==> src/rtl/ookmpd_pkg.sv <==
`timescale 1ns / 1ps

package ookmpd_pkg;

    // Fixed field widths.
    localparam int WIDTH_W    = 16;
    localparam int VER_W      = 2;
    localparam int CFG_IDX_W  = 3;
    localparam int OUT_CNT_W  = 5;

    // Internal widths, sized for the largest supported buffer of 64 bytes.
    localparam int IDX_W      = 6;
    localparam int CNT_W      = 7;

    // Depth of the command queue between the front and back parts.
    localparam int QUEUE_DEPTH = 2;

    // Configuration register indexes.
    localparam logic [CFG_IDX_W-1:0] REG_VERSION   = 3'd0;
    localparam logic [CFG_IDX_W-1:0] REG_SHORT_MIN = 3'd1;
    localparam logic [CFG_IDX_W-1:0] REG_LONG_SPLIT = 3'd2;
    localparam logic [CFG_IDX_W-1:0] REG_DATA_MAX  = 3'd3;
    localparam logic [CFG_IDX_W-1:0] REG_GAP_MIN   = 3'd4;

    // Protocol versions.
    localparam logic [VER_W-1:0] VER_NONE = 2'd0;
    localparam logic [VER_W-1:0] VER_1    = 2'd1;
    localparam logic [VER_W-1:0] VER_2    = 2'd2;
    localparam logic [VER_W-1:0] VER_3    = 2'd3;

    // Reset values of the thresholds.
    localparam logic [WIDTH_W-1:0] SHORT_MIN_RST  = 16'd200;
    localparam logic [WIDTH_W-1:0] LONG_SPLIT_RST = 16'd700;
    localparam logic [WIDTH_W-1:0] DATA_MAX_RST   = 16'd1200;
    localparam logic [WIDTH_W-1:0] GAP_MIN_RST    = 16'd2500;

    // Preamble and frame length rules.
    localparam logic [7:0] V1_START_MIN  = 8'd10;
    localparam logic [7:0] V1_START_MAX  = 8'd50;
    localparam logic [7:0] V2_PREAMBLE   = 8'd24;
    localparam logic [7:0] V3_PREAMBLE   = 8'd32;
    localparam logic [7:0] V2_FRAME_BITS = 8'd160;
    localparam logic [7:0] V3_FRAME_BITS = 8'd80;
    localparam int         V1_MIN_BYTES  = 9;
    localparam int         V2_MIN_BYTES  = 8;

    typedef enum logic [2:0] {
        PH_UNKNOWN = 3'b001,
        PH_T0      = 3'b010,
        PH_OK      = 3'b100
    } phase_t;

    typedef enum logic [2:0] {
        B_IDLE  = 3'b001,
        B_FETCH = 3'b010,
        B_SHOW  = 3'b100
    } back_state_t;

    // One command from the front part to the back part. Every command
    // carries at most one buffer write and yields one result or a run.
    typedef struct packed {
        logic             wr_en;
        logic [IDX_W-1:0] wr_addr;
        logic [7:0]       wr_data;
        logic             run;
        logic             done;
        logic [CNT_W-1:0] count;
    } cmd_t;

endpackage

==> src/rtl/ookmpd_front.sv <==
`timescale 1ns / 1ps

module ookmpd_front #(
    parameter int BUFFER_BYTES = 25
) (
    input  logic                              clk,
    input  logic                              rst_n,
    input  logic                              cfg_valid,
    output logic                              cfg_ready,
    input  logic [ookmpd_pkg::CFG_IDX_W-1:0]  cfg_index,
    input  logic [ookmpd_pkg::WIDTH_W-1:0]    cfg_data,
    input  logic                              in_valid,
    output logic                              in_stall,
    input  logic [ookmpd_pkg::WIDTH_W-1:0]    pulse_width,
    output logic                              push,
    output ookmpd_pkg::cmd_t                  cmd,
    input  logic                              full
);
    import ookmpd_pkg::*;

    localparam int            PW   = $clog2(BUFFER_BYTES + 1);
    localparam logic [PW-1:0] B_PW = PW'(BUFFER_BYTES);
    localparam logic [7:0]    B8   = 8'(BUFFER_BYTES);

    logic [VER_W-1:0]   ver_reg, ver_next;
    logic [WIDTH_W-1:0] smin_reg, smin_next;
    logic [WIDTH_W-1:0] lsplit_reg, lsplit_next;
    logic [WIDTH_W-1:0] dmax_reg, dmax_next;
    logic [WIDTH_W-1:0] gmin_reg, gmin_next;
    phase_t             phase_reg, phase_next;
    logic [7:0]         flip_reg, flip_next;
    logic [7:0]         total_reg, total_next;
    logic [2:0]         bib_reg, bib_next;
    logic [PW-1:0]      pos_reg, pos_next;
    logic [7:0]         acc_reg, acc_next;

    logic          accept, cfg_we;
    logic          is_data, is_long, is_gap, start_ok;
    logic          do_store, store_v, do_clear, do_done, pad_over;
    logic [7:0]    total_inc, pos_wide, shifted, padded;
    logic [PW-1:0] pos_plus, pad_plus;
    logic [3:0]    pad_shift;
    cmd_t          cmd_c;

    assign cfg_ready = 1'b1;
    assign cfg_we    = cfg_valid;
    assign in_stall  = full;
    assign accept    = in_valid && !full;
    assign push      = accept;
    assign cmd       = cmd_c;

    always_comb
    begin
        ver_next    = ver_reg;
        smin_next   = smin_reg;
        lsplit_next = lsplit_reg;
        dmax_next   = dmax_reg;
        gmin_next   = gmin_reg;
        phase_next  = phase_reg;
        flip_next   = flip_reg;
        total_next  = total_reg;
        bib_next    = bib_reg;
        pos_next    = pos_reg;
        acc_next    = acc_reg;

        cmd_c         = '0;
        is_data       = (pulse_width >= smin_reg) && (pulse_width < dmax_reg);
        is_long       = pulse_width >= lsplit_reg;
        is_gap        = pulse_width >= gmin_reg;
        start_ok      = (ver_reg == VER_1) ?
                        ((flip_reg >= V1_START_MIN) && (flip_reg <= V1_START_MAX)) :
                        (flip_reg >= V3_PREAMBLE);
        do_store      = 1'b0;
        store_v       = 1'b0;
        do_clear      = 1'b0;
        do_done       = 1'b0;
        pad_over      = 1'b0;
        total_inc     = total_reg + 8'd1;
        pos_wide      = '0;
        shifted       = '0;
        padded        = '0;
        pos_plus      = pos_reg + PW'(1);
        pad_plus      = '0;
        pad_shift     = '0;

        if (accept)
        begin
            // Classify the pulse and advance the Manchester decoder.
            if (is_data)
            begin
                unique case (phase_reg)
                    PH_UNKNOWN:
                    begin
                        if (ver_reg == VER_2)
                        begin
                            priority if (is_long)
                                flip_next = flip_reg + 8'd1;
                            else if (flip_reg >= V2_PREAMBLE)
                            begin
                                flip_next  = 8'd0;
                                phase_next = PH_T0;
                            end
                            else
                                do_clear = 1'b1;
                        end
                        else
                        begin
                            priority if (!is_long)
                                flip_next = flip_reg + 8'd1;
                            else if (start_ok)
                            begin
                                // Count set to one, then toggled by the long pulse.
                                flip_next = 8'd0;
                                do_store  = 1'b1;
                                store_v   = 1'b0;
                            end
                            else
                                do_clear = 1'b1;
                        end
                    end
                    PH_OK:
                    begin
                        if (!is_long)
                            phase_next = PH_T0;
                        else
                        begin
                            flip_next = flip_reg ^ 8'd1;
                            do_store  = 1'b1;
                            store_v   = ~flip_reg[0];
                        end
                    end
                    PH_T0:
                    begin
                        if (!is_long)
                        begin
                            do_store = 1'b1;
                            store_v  = flip_reg[0];
                        end
                        else
                            do_clear = 1'b1;
                    end
                    default:
                        do_clear = 1'b1;
                endcase
            end
            else
            begin
                priority if (((ver_reg == VER_1) && is_gap && (pos_reg >= PW'(V1_MIN_BYTES))) ||
                             ((ver_reg == VER_2) && is_gap && (pos_reg >= PW'(V2_MIN_BYTES))))
                    do_done = 1'b1;
                else
                    do_clear = 1'b1;
            end

            // Store one decoded bit into the byte under assembly.
            shifted = {store_v, acc_reg[7:1]};
            if (do_store)
            begin
                if (pos_reg >= B_PW)
                    do_clear = 1'b1;
                else
                begin
                    phase_next = PH_OK;
                    unique case (ver_reg)
                        VER_1:
                        begin
                            acc_next      = shifted;
                            cmd_c.wr_en   = 1'b1;
                            cmd_c.wr_addr = IDX_W'(pos_reg);
                            cmd_c.wr_data = shifted;
                            total_next    = total_inc;
                            bib_next      = bib_reg + 3'd1;
                            if (bib_reg == 3'd7)
                            begin
                                if (pos_plus >= B_PW)
                                    do_clear = 1'b1;
                                else
                                    pos_next = pos_plus;
                            end
                        end
                        VER_2:
                        begin
                            // Only every other bit lands in the buffer.
                            if (!total_reg[0])
                            begin
                                acc_next      = shifted;
                                cmd_c.wr_en   = 1'b1;
                                cmd_c.wr_addr = IDX_W'(pos_reg);
                                cmd_c.wr_data = shifted;
                            end
                            total_next = total_inc;
                            pos_wide   = {4'd0, total_inc[7:4]};
                            if (pos_wide >= B8)
                                do_clear = 1'b1;
                            else
                                pos_next = pos_wide[PW-1:0];
                        end
                        default:
                        begin
                            acc_next      = shifted;
                            cmd_c.wr_en   = 1'b1;
                            cmd_c.wr_addr = IDX_W'(pos_reg);
                            cmd_c.wr_data = shifted;
                            total_next    = total_inc;
                            pos_wide      = {3'd0, total_inc[7:3]};
                            if (pos_wide >= B8)
                                do_clear = 1'b1;
                            else
                                pos_next = pos_wide[PW-1:0];
                        end
                    endcase
                end
            end

            // Fixed-length frames complete on their bit total.
            if (is_data && !do_clear)
            begin
                if (((ver_reg == VER_2) && (total_next == V2_FRAME_BITS)) ||
                    ((ver_reg == VER_3) && (total_next == V3_FRAME_BITS)))
                    do_done = 1'b1;
            end

            if (do_done)
            begin
                // Pad a partial byte with zero bits, then hand the frame over.
                cmd_c.done = 1'b1;
                if (bib_next != 3'd0)
                begin
                    pad_shift     = 4'd8 - {1'b0, bib_next};
                    padded        = acc_next >> pad_shift;
                    pad_plus      = pos_next + PW'(1);
                    pad_over      = pad_plus >= B_PW;
                    acc_next      = padded;
                    cmd_c.wr_en   = 1'b1;
                    cmd_c.wr_addr = IDX_W'(pos_next);
                    cmd_c.wr_data = padded;
                    cmd_c.count   = pad_over ? '0 : CNT_W'(pad_plus);
                end
                else
                    cmd_c.count = CNT_W'(pos_next);
                cmd_c.run = cmd_c.count != '0;
            end

            if (do_clear || do_done)
            begin
                phase_next = PH_UNKNOWN;
                flip_next  = '0;
                total_next = '0;
                bib_next   = '0;
                pos_next   = '0;
            end
        end

        if (cfg_we)
        begin
            unique case (cfg_index)
                REG_VERSION:
                begin
                    if (cfg_data[VER_W-1:0] != VER_NONE)
                    begin
                        ver_next   = cfg_data[VER_W-1:0];
                        phase_next = PH_UNKNOWN;
                        flip_next  = '0;
                        total_next = '0;
                        bib_next   = '0;
                        pos_next   = '0;
                    end
                end
                REG_SHORT_MIN:  smin_next   = cfg_data;
                REG_LONG_SPLIT: lsplit_next = cfg_data;
                REG_DATA_MAX:   dmax_next   = cfg_data;
                REG_GAP_MIN:    gmin_next   = cfg_data;
                default:        ;
            endcase
        end
    end

    always_ff @(posedge clk or negedge rst_n)
    begin
        if (!rst_n)
        begin
            ver_reg    <= VER_1;
            smin_reg   <= SHORT_MIN_RST;
            lsplit_reg <= LONG_SPLIT_RST;
            dmax_reg   <= DATA_MAX_RST;
            gmin_reg   <= GAP_MIN_RST;
            phase_reg  <= PH_UNKNOWN;
            flip_reg   <= '0;
            total_reg  <= '0;
            bib_reg    <= '0;
            pos_reg    <= '0;
        end
        else
        begin
            ver_reg    <= ver_next;
            smin_reg   <= smin_next;
            lsplit_reg <= lsplit_next;
            dmax_reg   <= dmax_next;
            gmin_reg   <= gmin_next;
            phase_reg  <= phase_next;
            flip_reg   <= flip_next;
            total_reg  <= total_next;
            bib_reg    <= bib_next;
            pos_reg    <= pos_next;
        end
    end

    always_ff @(posedge clk)
    begin
        acc_reg <= acc_next;
    end

endmodule

==> src/rtl/ookmpd_queue.sv <==
`timescale 1ns / 1ps

module ookmpd_queue (
    input  logic             clk,
    input  logic             rst_n,
    input  logic             push,
    input  ookmpd_pkg::cmd_t push_cmd,
    output logic             full,
    input  logic             pop,
    output ookmpd_pkg::cmd_t pop_cmd,
    output logic             avail
);
    import ookmpd_pkg::*;

    localparam int PTR_W = $clog2(QUEUE_DEPTH);
    localparam int CNT_Q = $clog2(QUEUE_DEPTH + 1);

    cmd_t             entry_reg [QUEUE_DEPTH];
    logic [PTR_W-1:0] wr_ptr_reg, wr_ptr_next;
    logic [PTR_W-1:0] rd_ptr_reg, rd_ptr_next;
    logic [CNT_Q-1:0] fill_reg, fill_next;
    logic             do_push, do_pop;

    assign full    = fill_reg == CNT_Q'(QUEUE_DEPTH);
    assign avail   = fill_reg != '0;
    assign do_push = push && !full;
    assign do_pop  = pop && avail;
    assign pop_cmd = entry_reg[rd_ptr_reg];

    always_comb
    begin
        wr_ptr_next = wr_ptr_reg;
        rd_ptr_next = rd_ptr_reg;
        fill_next   = fill_reg;
        if (do_push)
            wr_ptr_next = (wr_ptr_reg == PTR_W'(QUEUE_DEPTH - 1)) ? '0 : wr_ptr_reg + PTR_W'(1);
        if (do_pop)
            rd_ptr_next = (rd_ptr_reg == PTR_W'(QUEUE_DEPTH - 1)) ? '0 : rd_ptr_reg + PTR_W'(1);
        if (do_push && !do_pop)
            fill_next = fill_reg + CNT_Q'(1);
        else if (do_pop && !do_push)
            fill_next = fill_reg - CNT_Q'(1);
    end

    always_ff @(posedge clk or negedge rst_n)
    begin
        if (!rst_n)
        begin
            wr_ptr_reg <= '0;
            rd_ptr_reg <= '0;
            fill_reg   <= '0;
        end
        else
        begin
            wr_ptr_reg <= wr_ptr_next;
            rd_ptr_reg <= rd_ptr_next;
            fill_reg   <= fill_next;
        end
    end

    always_ff @(posedge clk)
    begin
        if (do_push)
            entry_reg[wr_ptr_reg] <= push_cmd;
    end

endmodule

==> src/rtl/ookmpd_back.sv <==
`timescale 1ns / 1ps

module ookmpd_back #(
    parameter int BUFFER_BYTES = 25
) (
    input  logic                              clk,
    input  logic                              rst_n,
    input  logic                              cmd_valid,
    input  ookmpd_pkg::cmd_t                  cmd,
    output logic                              cmd_pop,
    output logic                              out_valid,
    input  logic                              out_stall,
    output logic                              frame_done,
    output logic [ookmpd_pkg::OUT_CNT_W-1:0]  byte_count,
    output logic [ookmpd_pkg::OUT_CNT_W-1:0]  byte_index,
    output logic [7:0]                        data_byte,
    output logic                              last_result
);
    import ookmpd_pkg::*;

    localparam int AW = $clog2(BUFFER_BYTES);

    logic [7:0]       mem [BUFFER_BYTES];
    logic [7:0]       rd_data_reg;
    back_state_t      state_reg, state_next;
    logic [CNT_W-1:0] k_reg, k_next;
    logic [CNT_W-1:0] count_reg, count_next;
    logic             run_reg, run_next;
    logic             done_reg, done_next;
    logic             last_reg, last_next;
    logic             sel_reg, sel_next;

    assign cmd_pop     = (state_reg == B_IDLE) && cmd_valid;
    assign out_valid   = state_reg == B_SHOW;
    assign frame_done  = done_reg;
    assign byte_count  = count_reg[OUT_CNT_W-1:0];
    assign byte_index  = k_reg[OUT_CNT_W-1:0];
    assign data_byte   = sel_reg ? rd_data_reg : 8'd0;
    assign last_result = last_reg;

    always_comb
    begin
        state_next = state_reg;
        k_next     = k_reg;
        count_next = count_reg;
        run_next   = run_reg;
        done_next  = done_reg;
        last_next  = last_reg;
        sel_next   = sel_reg;
        unique case (state_reg)
            B_IDLE:
            begin
                if (cmd_valid)
                begin
                    k_next = '0;
                    if (cmd.run)
                    begin
                        run_next   = 1'b1;
                        count_next = cmd.count;
                        state_next = B_FETCH;
                    end
                    else
                    begin
                        run_next   = 1'b0;
                        done_next  = cmd.done;
                        count_next = '0;
                        last_next  = 1'b1;
                        sel_next   = 1'b0;
                        state_next = B_SHOW;
                    end
                end
            end
            B_FETCH:
            begin
                done_next  = 1'b1;
                last_next  = (k_reg + CNT_W'(1)) == count_reg;
                sel_next   = 1'b1;
                state_next = B_SHOW;
            end
            B_SHOW:
            begin
                if (!out_stall)
                begin
                    if (run_reg && !last_reg)
                    begin
                        k_next     = k_reg + CNT_W'(1);
                        state_next = B_FETCH;
                    end
                    else
                        state_next = B_IDLE;
                end
            end
            default:
                state_next = B_IDLE;
        endcase
    end

    always_ff @(posedge clk or negedge rst_n)
    begin
        if (!rst_n)
        begin
            state_reg <= B_IDLE;
            k_reg     <= '0;
            count_reg <= '0;
            run_reg   <= 1'b0;
            done_reg  <= 1'b0;
            last_reg  <= 1'b0;
            sel_reg   <= 1'b0;
        end
        else
        begin
            state_reg <= state_next;
            k_reg     <= k_next;
            count_reg <= count_next;
            run_reg   <= run_next;
            done_reg  <= done_next;
            last_reg  <= last_next;
            sel_reg   <= sel_next;
        end
    end

    // Frame buffer: written when a command is taken, read one byte per fetch.
    always_ff @(posedge clk)
    begin
        if (cmd_pop && cmd.wr_en)
            mem[cmd.wr_addr[AW-1:0]] <= cmd.wr_data;
        if (state_reg == B_FETCH)
            rd_data_reg <= mem[k_reg[AW-1:0]];
    end

endmodule

==> src/rtl/ook_manchester_pulse_decoder_unit.sv <==
`timescale 1ns / 1ps

// A pulse that completes no frame is written into the queue, then popped by the back, which
// shows its result. Throughput: the front takes one pulse per cycle while its two-entry queue
// has room; the back takes a new command only from its idle state, and passes through a fetch
// state before each frame byte, set by the frame buffer's registered read port.
// Reset: control state clears and the thresholds take their defaults at once; the frame
// buffer is not cleared, and no clearing pass runs after reset.

module ook_manchester_pulse_decoder_unit #(
    parameter int BUFFER_BYTES = 25
) (
    input  logic                              clk,
    input  logic                              rst_n,
    input  logic                              cfg_valid,
    output logic                              cfg_ready,
    input  logic [ookmpd_pkg::CFG_IDX_W-1:0]  cfg_index,
    input  logic [ookmpd_pkg::WIDTH_W-1:0]    cfg_data,
    input  logic                              in_valid,
    output logic                              in_stall,
    input  logic [ookmpd_pkg::WIDTH_W-1:0]    pulse_width,
    output logic                              out_valid,
    input  logic                              out_stall,
    output logic                              frame_done,
    output logic [ookmpd_pkg::OUT_CNT_W-1:0]  byte_count,
    output logic [ookmpd_pkg::OUT_CNT_W-1:0]  byte_index,
    output logic [7:0]                        data_byte,
    output logic                              last_result
);
    import ookmpd_pkg::*;

    // The front part classifies each pulse, runs the preamble counter and the
    // Manchester decoder, and turns every pulse into one command. A command
    // carries the buffer write that the pulse causes, if any, and says whether
    // the pulse yields one plain result or a frame read-out.
    // The back part owns the frame buffer. It applies the writes in order and
    // streams the results, so a read-out never sees bytes of a later frame.
    logic push;
    logic full;
    logic pop;
    logic avail;
    cmd_t push_cmd;
    cmd_t pop_cmd;

    ookmpd_front #(
        .BUFFER_BYTES (BUFFER_BYTES)
    ) u_front (
        .clk         (clk),
        .rst_n       (rst_n),
        .cfg_valid   (cfg_valid),
        .cfg_ready   (cfg_ready),
        .cfg_index   (cfg_index),
        .cfg_data    (cfg_data),
        .in_valid    (in_valid),
        .in_stall    (in_stall),
        .pulse_width (pulse_width),
        .push        (push),
        .cmd         (push_cmd),
        .full        (full)
    );

    // A short queue lets the front keep taking pulses while a read-out runs.
    ookmpd_queue u_queue (
        .clk      (clk),
        .rst_n    (rst_n),
        .push     (push),
        .push_cmd (push_cmd),
        .full     (full),
        .pop      (pop),
        .pop_cmd  (pop_cmd),
        .avail    (avail)
    );

    ookmpd_back #(
        .BUFFER_BYTES (BUFFER_BYTES)
    ) u_back (
        .clk         (clk),
        .rst_n       (rst_n),
        .cmd_valid   (avail),
        .cmd         (pop_cmd),
        .cmd_pop     (pop),
        .out_valid   (out_valid),
        .out_stall   (out_stall),
        .frame_done  (frame_done),
        .byte_count  (byte_count),
        .byte_index  (byte_index),
        .data_byte   (data_byte),
        .last_result (last_result)
    );

    // A result outside a frame read-out is a single, empty result.
    assert property (@(posedge clk) disable iff (!rst_n)
        out_valid && !frame_done |-> last_result && (byte_count == '0) &&
                                     (byte_index == '0) && (data_byte == 8'd0))
        else $error("plain result carries frame data");

    // The last byte of a read-out sits at the end of the frame.
    assert property (@(posedge clk) disable iff (!rst_n)
        out_valid && frame_done && (byte_count != '0) && last_result |->
            byte_index == byte_count - OUT_CNT_W'(1))
        else $error("read-out ends at the wrong byte");

    // An empty frame is reported by one result alone.
    assert property (@(posedge clk) disable iff (!rst_n)
        out_valid && frame_done && (byte_count == '0) |-> last_result && (data_byte == 8'd0))
        else $error("empty frame result malformed");

endmodule
==> config.mk <==
export PLATFORM = sky130hd
export DESIGN_NAME = ook_manchester_pulse_decoder_unit
export DESIGN_NICKNAME = d
export VERILOG_FILES = /design/src/rtl/ookmpd_pkg.sv /design/src/rtl/ookmpd_front.sv /design/src/rtl/ookmpd_queue.sv /design/src/rtl/ookmpd_back.sv /design/src/rtl/ook_manchester_pulse_decoder_unit.sv
export SDC_FILE = /design/constraint.sdc
export NUM_CORES = 1
export LEC_CHECK = 0
export ABC_CLOCK_PERIOD_IN_PS = 4530
export BUFFER_PORTS_ARGS = -buffer_cell sky130_fd_sc_hd__buf_2
export CORE_ASPECT_RATIO = 0.8
export CORE_MARGIN = 2
export CORE_UTILIZATION = 28
export CTS_CLUSTER_DIAMETER = 50
export DETAILED_ROUTE_END_ITERATION = 16
export HOLD_SLACK_MARGIN = 0.05
export REMOVE_ABC_BUFFERS = 1
export SETUP_SLACK_MARGIN = 0.05
export SKIP_CTS_REPAIR_TIMING = 1
export SLEW_MARGIN = 20
export SYNTH_ARGS = -nofsm -noshare
export SYNTH_HDL_FRONTEND = slang
export SYNTH_HIERARCHICAL = 1
export SYNTH_SLANG_ARGS = --single-unit
==> constraint.sdc <==
create_clock -name clk -period 4.53 [get_ports clk]
set_input_delay 0.906 -clock clk [delete_from_list [all_inputs] [get_ports clk]]
set_output_delay 0.906 -clock clk [all_outputs]
set_load 0.02 [all_outputs]
==> run_results.csv, run 1 <==
group,metric,value,unit
clock_tree,cts_buffers,42,
worst_setup_path,cp_common_cell,"ha_1",
clock_tree,cts-root-buf,"clkbuf_16",
sta,tns,0,ps
global_route,grt_antenna_before_repair,0,
finish,seqCellArea,10900,sq um
floorplan,ioPinCount,63,
floorplan,die_w,300,microns
clock_tree,h-tree-depth,2,
worst_setup_path,crit_arrival,4550,ps
floorplan,die-area,72200,sq um
floorplan,start_util,28.4,%
sta,rsz0062_at_grt,"false",
finish,syn_to_final_growth,16.6,%
sta,finalWorstSetupSlack,235,ps
finish,multi_input_area,7900,sq um
placed_design,placed_cells,2622,
finish,nets,1864,
global_route,grt-ovfl-total,0,
finish,layout_common_cells,"262 x edfxtp_1, 140 x nand2_1, 117 x o21ai_0",
route,drtIter0Drc,1099,
route,route.detailed.drc,0,
placed_design,port_buffers,61,
sta,period_minus_slack,4300,ps
worst_setup_path,crit_slowest_cell,"o21ai_0",
sta,setup_viol,0,
worst_setup_path,path_max_fanout,5,
global_route,grtUsageTotal,12.9,%
synthesis,yosysWarnings,6,
placed_design,dpl_cell_area,21400,sq um
synthesis,syn_inst,1617,
placed_design,pre_cts_ws,-443,ps
worst_setup_path,crit_type,"in2reg",
sta,tightest_slew,1060,ps
power_and_ir_drop,p_leak,8.52,nW
finish,antenna_cells,0,
synthesis,netlist_area,19600,sq um
clock_tree,cts_sinks,380,
synthesis,avgSynthCellArea,12.1,sq um
power_and_ir_drop,power.total,10.5,mW
sta,max_freq,0.233,GHz
route,drtAntennaViolNets,0,
finish,final_common_cell,"edfxtp_1",
route,post_drt_wl_per_cell,17.3,microns
worst_setup_path,cpLargestDelayFamily,"compound AO/OA/AOI/OAI gates",
floorplan,num_rows,86,
clock_tree,clockBufferDepth,3,
global_route,first_global_vias,13200,
clock_tree,cts_tree,"yes",
sta,fin_skew,54.2,ps
worst_setup_path,critPathBufInv,4,
placed_design,gp_congestion,0.895,
global_route,grt_start_max_net_pins,67,
worst_setup_path,critPathRequiredTime,4790,ps
finish,layout-drive-gt1-share,22.5,%
floorplan,die_h,241,microns
worst_setup_path,r2r_cells,16,
route,first_pass_iters,5,
sta,fin_hold_ws,444,ps
route,vias,13400,
floorplan,core,69100,sq um
sta,period_share,94.8,%
worst_setup_path,setup.worst_path.start_class,"input pin",
worst_setup_path,cp_num_cells,18,
finish,nFillCells,6830,
status,outcome,"finished clean",
worst_hold_path,hp-class,"in2async",
placed_design,dp.final_hpwl,32.6,mm
clock_tree,insertion_delay,580,ps
route,wl,46.6,mm
worst_setup_path,end_kind,"flop",
run,max_cap_violations,0,
worst_setup_path,worstPathCellList,"buf_2 -> inv_1 -> buf_4 -> ha_1 -> nand2b_1 -> a21oi_1 -> o21ai_0 -> a211oi_2 -> or2_1 -> nor3_2 -> nand2_2 -> xnor2_1 -> ha_1 -> ha_1 -> buf_4 -> a2bb2oi_1 -> a2bb2oi_1 -> o32ai_2",
worst_setup_path,slowest_delay,480,ps
sta,slew_violations,0,
clock_tree,path_clk_slew,60,ps
finish,final_util,33.1,%
sta,slew_headroom,29.3,%
finish,instances_no_fill,2698,
sta,hold_viol,0,
global_route,grt_pass1_wl,74.3,mm
finish,final_area,22900,sq um
finish,largest_reg_flops,200,
power_and_ir_drop,power-per-cell-area,458,nW/um^2
route,routed_via_density,4.95,
power_and_ir_drop,peakVddDrop,0.288,mV
## layer usage
metal / vias up / global-route usage [%] / part of all wire [%] / wire length (microns)
met4: 0 / 3.27 / 1.6 / 753
met5: - / 0 / 0 / 0
met1: 6644 / 18.8 / 49 / 22700
met2: 370 / 19.7 / 44 / 20500
met3: 54 / 2.22 / 5.6 / 2630
li1: 6285 / - / - / -
## cell type report
type	count	area share, %
flip-flops and latches	380	47.4
repair buffers	176	5.17
clock inverters	20	1.16
inverters	101	1.66
multi-input cells	1042	34.5
clock buffers	55	4.98
well taps	924	5.05
## power breakdown
| group | leakage (nW) | total (mW) | internal (mW) | switching, mW |
|---|---|---|---|---|
| Sequential | 3.84 | 4.63 | 4.39 | 0.238 |
| Combinational | 4.00 | 2.41 | 0.896 | 1.51 |
| Clock | 0.680 | 3.44 | 2.03 | 1.41 |
## path summary, 6_finish.rpt
kind                                            end                   from  slack [ps]
setup / recovery           u_queue/entry_reg[1][12]         pulse_width[0]         230
hold / removal                  u_front/smin_reg[9]                  rst_n         440
setup reg to reg           u_queue/entry_reg[1][12]  u_front/lsplit_reg[5]         250
max in group asynchronous      u_front/dmax_reg[10]                  rst_n        3240
min in group clk                     u_back/run_reg         u_back/run_reg         480
hold reg to reg                      u_back/run_reg         u_back/run_reg         480
## worst reg2reg max path, cell delays in order (launching register included)
cell and delay (ps):
dfstp_2 520, inv_1 40, ha_1 250, or3_1 310, a21oi_1 170, nor3_1 100
a2111o_1 440, mux2i_2 200, nor3_2 170, nand2_2 120, xnor2_1 170, ha_1 210
ha_1 320, buf_4 170, a2bb2oi_1 260, a2bb2oi_1 350, o32ai_2 160
Note: power is estimated with default switching activity, not from simulation.
==> inputs of run 2 (changes only) <==
--- a/config.mk
+++ b/config.mk
@@ -9,10 +9,11 @@
 export BUFFER_PORTS_ARGS = -buffer_cell sky130_fd_sc_hd__buf_2
 export CORE_ASPECT_RATIO = 0.8
 export CORE_MARGIN = 2
-export CORE_UTILIZATION = 28
+export CORE_UTILIZATION = 55
 export CTS_CLUSTER_DIAMETER = 50
 export DETAILED_ROUTE_END_ITERATION = 16
 export HOLD_SLACK_MARGIN = 0.05
+export PLACE_DENSITY = 0.75
 export REMOVE_ABC_BUFFERS = 1
 export SETUP_SLACK_MARGIN = 0.05
 export SKIP_CTS_REPAIR_TIMING = 1
==> run 2 against run 1 <==
Net effect: hold slack worse by 17 ps; highest routed layer unchanged; largest power group unchanged; combinational power hardly changed; utilization rose by 30 points.
==> run_results.csv, run 2 (synthesized netlist as in run 1, its figures left out) <==
group,metric,value,unit
sta,period_minus_slack,4400,ps
worst_setup_path,critPathRequiredTime,4780,ps
worst_setup_path,end_kind,"flop",
route,first_pass_iters,5,
worst_setup_path,crit_arrival,4650,ps
sta,slew_headroom,31.6,%
route,routed_via_density,6.09,
power_and_ir_drop,p_leak,8.45,nW
finish,nFillCells,2614,
route,drtIter0Drc,1352,
finish,multi_input_area,7910,sq um
finish,final_common_cell,"edfxtp_1",
power_and_ir_drop,power.total,10.4,mW
finish,layout_common_cells,"262 x edfxtp_1, 140 x nand2_1, 117 x o21ai_0",
floorplan,start_util,56.1,%
status,outcome,"finished clean",
sta,slew_violations,0,
finish,seqCellArea,10900,sq um
worst_setup_path,crit_type,"in2reg",
placed_design,dpl_cell_area,20800,sq um
sta,period_share,97.1,%
floorplan,num_rows,61,
worst_hold_path,hp-class,"in2async",
route,route.detailed.drc,0,
global_route,grt_start_max_net_pins,63,
sta,setup_viol,0,
floorplan,die_w,215,microns
clock_tree,cts_buffers,41,
route,drtAntennaViolNets,0,
global_route,grt_antenna_before_repair,0,
worst_setup_path,setup.worst_path.start_class,"input pin",
clock_tree,cts_sinks,380,
finish,antenna_cells,0,
clock_tree,cts-root-buf,"clkbuf_16",
worst_setup_path,crit_start,"pulse_width[6]",
finish,syn_to_final_growth,13.3,%
clock_tree,path_clk_slew,60,ps
route,vias,13600,
floorplan,core,35000,sq um
power_and_ir_drop,power-per-cell-area,469,nW/um^2
placed_design,port_buffers,61,
placed_design,dp.final_hpwl,30.9,mm
placed_design,placed_cells,2159,
route,post_drt_wl_per_cell,20.7,microns
clock_tree,insertion_delay,550,ps
run,max_cap_violations,0,
global_route,first_global_vias,13400,
global_route,grtUsageTotal,24.8,%
floorplan,die-area,37200,sq um
route,wl,46.3,mm
finish,layout-drive-gt1-share,22.0,%
sta,tightest_slew,1030,ps
sta,max_freq,0.227,GHz
sta,fin_skew,23.7,ps
finish,instances_no_fill,2236,
finish,nets,1853,
sta,hold_viol,0,
clock_tree,clockBufferDepth,3,
sta,rsz0062_at_grt,"false",
finish,largest_reg_flops,200,
finish,final_area,22200,sq um
floorplan,die_h,173,microns
worst_setup_path,path_max_fanout,6,
global_route,grt_pass1_wl,73.8,mm
clock_tree,h-tree-depth,2,
power_and_ir_drop,peakVddDrop,0.318,mV
clock_tree,cts_tree,"yes",
floorplan,ioPinCount,63,
placed_design,gp_congestion,0.886,
worst_setup_path,r2r_start,"u_front/lsplit_reg[5]",
global_route,grt-ovfl-total,0,
## run 2: cell type report
type / instances / area share, %
clock inverter: 21 / 1.20
sequential: 380 / 48.8
multi-input combinational: 1042 / 35.6
tap: 472 / 2.66
inverter: 101 / 1.71
clock buffer: 54 / 4.88
timing repair buffer: 166 / 5.14
## run 2: critical path, stage by stage
cell,delay [ps]
buf_2,110
ha_1,300
a21o_1,170
a211oi_1,350
o21ai_1,170
a2111o_1,490
mux2i_2,200
nor3_2,180
nand2_2,120
buf_4,180
mux2i_2,220
ha_1,260
buf_4,180
nor3_1,60
buf_4,180
buf_4,150
o21ai_0,280
a21oi_1,150
## run 2: path summary, 6_finish.rpt
kind | cells past startpoint | end | slack (ps)
max | 18 | u_queue/entry_reg[1][19] | 130
min | 1 | u_front/lsplit_reg[6] | 430
max reg2reg | 18 | u_queue/entry_reg[1][19] | 150
min reg2reg | 1 | u_queue/fill_reg[1] | 490
max in group asynchronous | 2 | u_front/phase_reg[0] | 3260
min in group clk | 1 | u_queue/fill_reg[1] | 490
## run 2: power by group
part           total (mW)  internal, mW  leakage, nW  switching [mW]
Combinational        2.43         0.906         3.95            1.52
Clock                3.36          1.99        0.649            1.37
Sequential           4.63          4.39         3.84           0.244
Total                10.4          7.29         8.45            3.13
## run 2: per-stage QoR
step | utilization, % | hold slack, ps | worst slack [ps] | TNS (ps)
after floorplan | - | 447 | -1020 | -41920
final | 63.6 | 427 | 133 | 0
after global routing | 63.6 | 487 | 37.4 | 0
after CTS | 63.3 | 438 | 82.1 | 0
after detailed placement | 59.5 | 476 | -446 | -17070
after global placement | 59.5 | 463 | -368 | -11460
## run 2: layer usage
metal | share of wire, % | track usage (%)
met2 | 46 | 39.0
met5 | 0 | 0
met3 | 7.0 | 3.89
met4 | 1.7 | 5.75
met1 | 45 | 36.6
==> inputs of run 3 (changes only) <==
--- a/config.mk
+++ b/config.mk
@@ -7,13 +7,15 @@
 export LEC_CHECK = 0
 export ABC_CLOCK_PERIOD_IN_PS = 4530
 export BUFFER_PORTS_ARGS = -buffer_cell sky130_fd_sc_hd__buf_2
+export CELL_PAD_IN_SITES_DETAIL_PLACEMENT = 1
+export CELL_PAD_IN_SITES_GLOBAL_PLACEMENT = 1
 export CORE_ASPECT_RATIO = 0.8
 export CORE_MARGIN = 2
-export CORE_UTILIZATION = 55
+export CORE_UTILIZATION = 47
 export CTS_CLUSTER_DIAMETER = 50
 export DETAILED_ROUTE_END_ITERATION = 16
 export HOLD_SLACK_MARGIN = 0.05
-export PLACE_DENSITY = 0.75
+export PLACE_DENSITY_LB_ADDON = 0.1
 export REMOVE_ABC_BUFFERS = 1
 export SETUP_SLACK_MARGIN = 0.05
 export SKIP_CTS_REPAIR_TIMING = 1
==> run 3 against run 2 <==
Net effect: global-route usage fell by 0.53 points; first-iteration DRC count fell by 22%; cell count rose by 4.3%; combinational power rose by 5%; critical path depth fell by 2.
==> run_results.csv, run 3 (synthesized netlist as in run 1, its figures left out) <==
group,metric,value,unit
status,outcome,"finished clean",
clock_tree,cts_tree,"yes",
worst_setup_path,cp_common_cell,"mux2i_2",
sta,hold_viol,0,
worst_setup_path,slowest_delay,520,ps
floorplan,die_h,187,microns
sta,slew_violations,0,
clock_tree,cts_buffers,44,
clock_tree,path_clk_slew,60,ps
route,wl,52.7,mm
worst_hold_path,hp-class,"in2async",
sta,fin_hold_ws,496,ps
finish,layout-drive-gt1-share,23.7,%
worst_setup_path,crit_type,"reg2reg",
worst_setup_path,crit_slowest_cell,"a2111o_1",
route,post_drt_wl_per_cell,22.6,microns
finish,instances_no_fill,2332,
placed_design,port_buffers,61,
run,max_cap_violations,0,
worst_setup_path,crit_arrival,4740,ps
floorplan,die-area,43400,sq um
global_route,grt_start_max_net_pins,71,
finish,largest_reg_flops,200,
floorplan,start_util,48.0,%
sta,period_minus_slack,4400,ps
global_route,grt-ovfl-total,0,
sta,period_share,97.1,%
sta,slew_headroom,36.1,%
clock_tree,cts_sinks,380,
placed_design,dp.final_hpwl,36.0,mm
global_route,grt_antenna_before_repair,0,
worst_setup_path,r2r_cells,16,
placed_design,gp_congestion,0.858,
route,route.detailed.drc,0,
global_route,first_global_vias,14300,
sta,tightest_slew,950,ps
power_and_ir_drop,peakVddDrop,0.271,mV
sta,rsz0062_at_grt,"true",
worst_setup_path,worstPathCellList,"inv_1 -> ha_1 -> or3_4 -> a21oi_4 -> nor3_4 -> a2111o_1 -> mux2i_2 -> nor3_2 -> nand2_2 -> mux2i_2 -> ha_2 -> ha_4 -> a221o_1 -> a2bb2oi_2 -> o211a_1 -> o32ai_2",
global_route,grtUsageTotal,24.3,%
power_and_ir_drop,power-per-cell-area,465,nW/um^2
floorplan,ioPinCount,63,
clock_tree,clockBufferDepth,3,
sta,setup_viol,0,
route,drtIter0Drc,1056,
power_and_ir_drop,p_leak,8.54,nW
finish,nets,1874,
global_route,grt_pass1_wl,82.5,mm
floorplan,num_rows,66,
clock_tree,cts-root-buf,"clkbuf_16",
clock_tree,insertion_delay,550,ps
clock_tree,h-tree-depth,2,
worst_setup_path,setup.worst_path.start_class,"flop",
worst_setup_path,critPathRequiredTime,4880,ps
route,vias,13700,
placed_design,placed_cells,2249,
worst_setup_path,path_max_fanout,4,
finish,layout_common_cells,"262 x edfxtp_1, 140 x nand2_1, 122 x buf_4",
route,first_pass_iters,5,
sta,fin_skew,20.6,ps
power_and_ir_drop,power.total,10.5,mW
finish,syn_to_final_growth,15.0,%
route,routed_via_density,5.88,
floorplan,core,40900,sq um
route,drtAntennaViolNets,0,
finish,final_common_cell,"edfxtp_1",
sta,max_freq,0.227,GHz
worst_setup_path,end_kind,"flop",
floorplan,die_w,232,microns
-- run 3: cell types whose count changed in the layout (fill, tap and decap cells not counted), moves of 3 or more --
| cell | change |
|---|---|
| a2bb2oi_1 | -3 |
| a2bb2oi_2 | +3 |
| buf_4 | +19 |
| bufinv_16 | -5 |
| clkbuf_16 | +5 |
| clkinv_4 | +3 |
-- run 3: layer usage --
layer / vias up / track usage [%] / routed length (microns)
met5: - / 0 / 0
met4: 0 / 4.81 / 860
met3: 71 / 3.12 / 2340
met2: 333 / 36.7 / 23500
met1: 6984 / 37.6 / 26000
li1: 6318 / - / -
-- run 3: worst paths after layout --
path | startpoint | endpoint | slack (ps)
max reg2reg | u_front/lsplit_reg[5] | u_queue/entry_reg[0][10] | 130
min | rst_n | u_front/lsplit_reg[6] | 500
max | u_front/lsplit_reg[5] | u_queue/entry_reg[0][10] | 130
min reg2reg | u_back/count_reg[5] | u_back/count_reg[5] | 500
min in group clk | u_back/count_reg[5] | u_back/count_reg[5] | 500
max in group asynchronous | rst_n | u_front/phase_reg[0] | 3160
-- run 3: final cells by class --
| cell class | instances | area [sq um] |
|---|---|---|
| tap | 544 | 681 |
| timing repair buffer | 184 | 1260 |
| clock buffer | 60 | 1200 |
| multi-input combinational | 1042 | 8040 |
| clock inverter | 20 | 141 |
| antenna | 1 | 2.50 |
| fill | 4240 | 18300 |
| sequential | 380 | 10900 |
| inverter | 101 | 379 |
-- run 3: through the flow --
step / TNS [ps] / instance area, sq um / utilization [%] / worst slack (ps)
after floorplan: -41920 / 19100 / - / -1020
after global placement: -17050 / 21000 / 51.4 / -450
after detailed placement: -22650 / 21000 / 51.4 / -528
after CTS: -79.1 / 22400 / 54.7 / -31.5
after global routing: -95.6 / 22600 / 55.2 / -51.7
final: 0 / 22600 / 55.2 / 133
-- run 3: report_power, final --
part           internal [mW]  switching [mW]  total [mW]
combinational          0.918            1.62        2.54
sequential              4.39           0.249        4.64
clock                   1.88            1.43        3.31
-- run 3: critical path: cells and delay by family (launching register included) --
kind	cells	cell delay [ps]
AND/OR/NAND/NOR	4	800
buffers and inverters	1	60
flip-flops	1	510
multiplexers	2	440
adder cells (fa/ha/maj)	3	710
AO/OA/AOI/OAI	6	1670
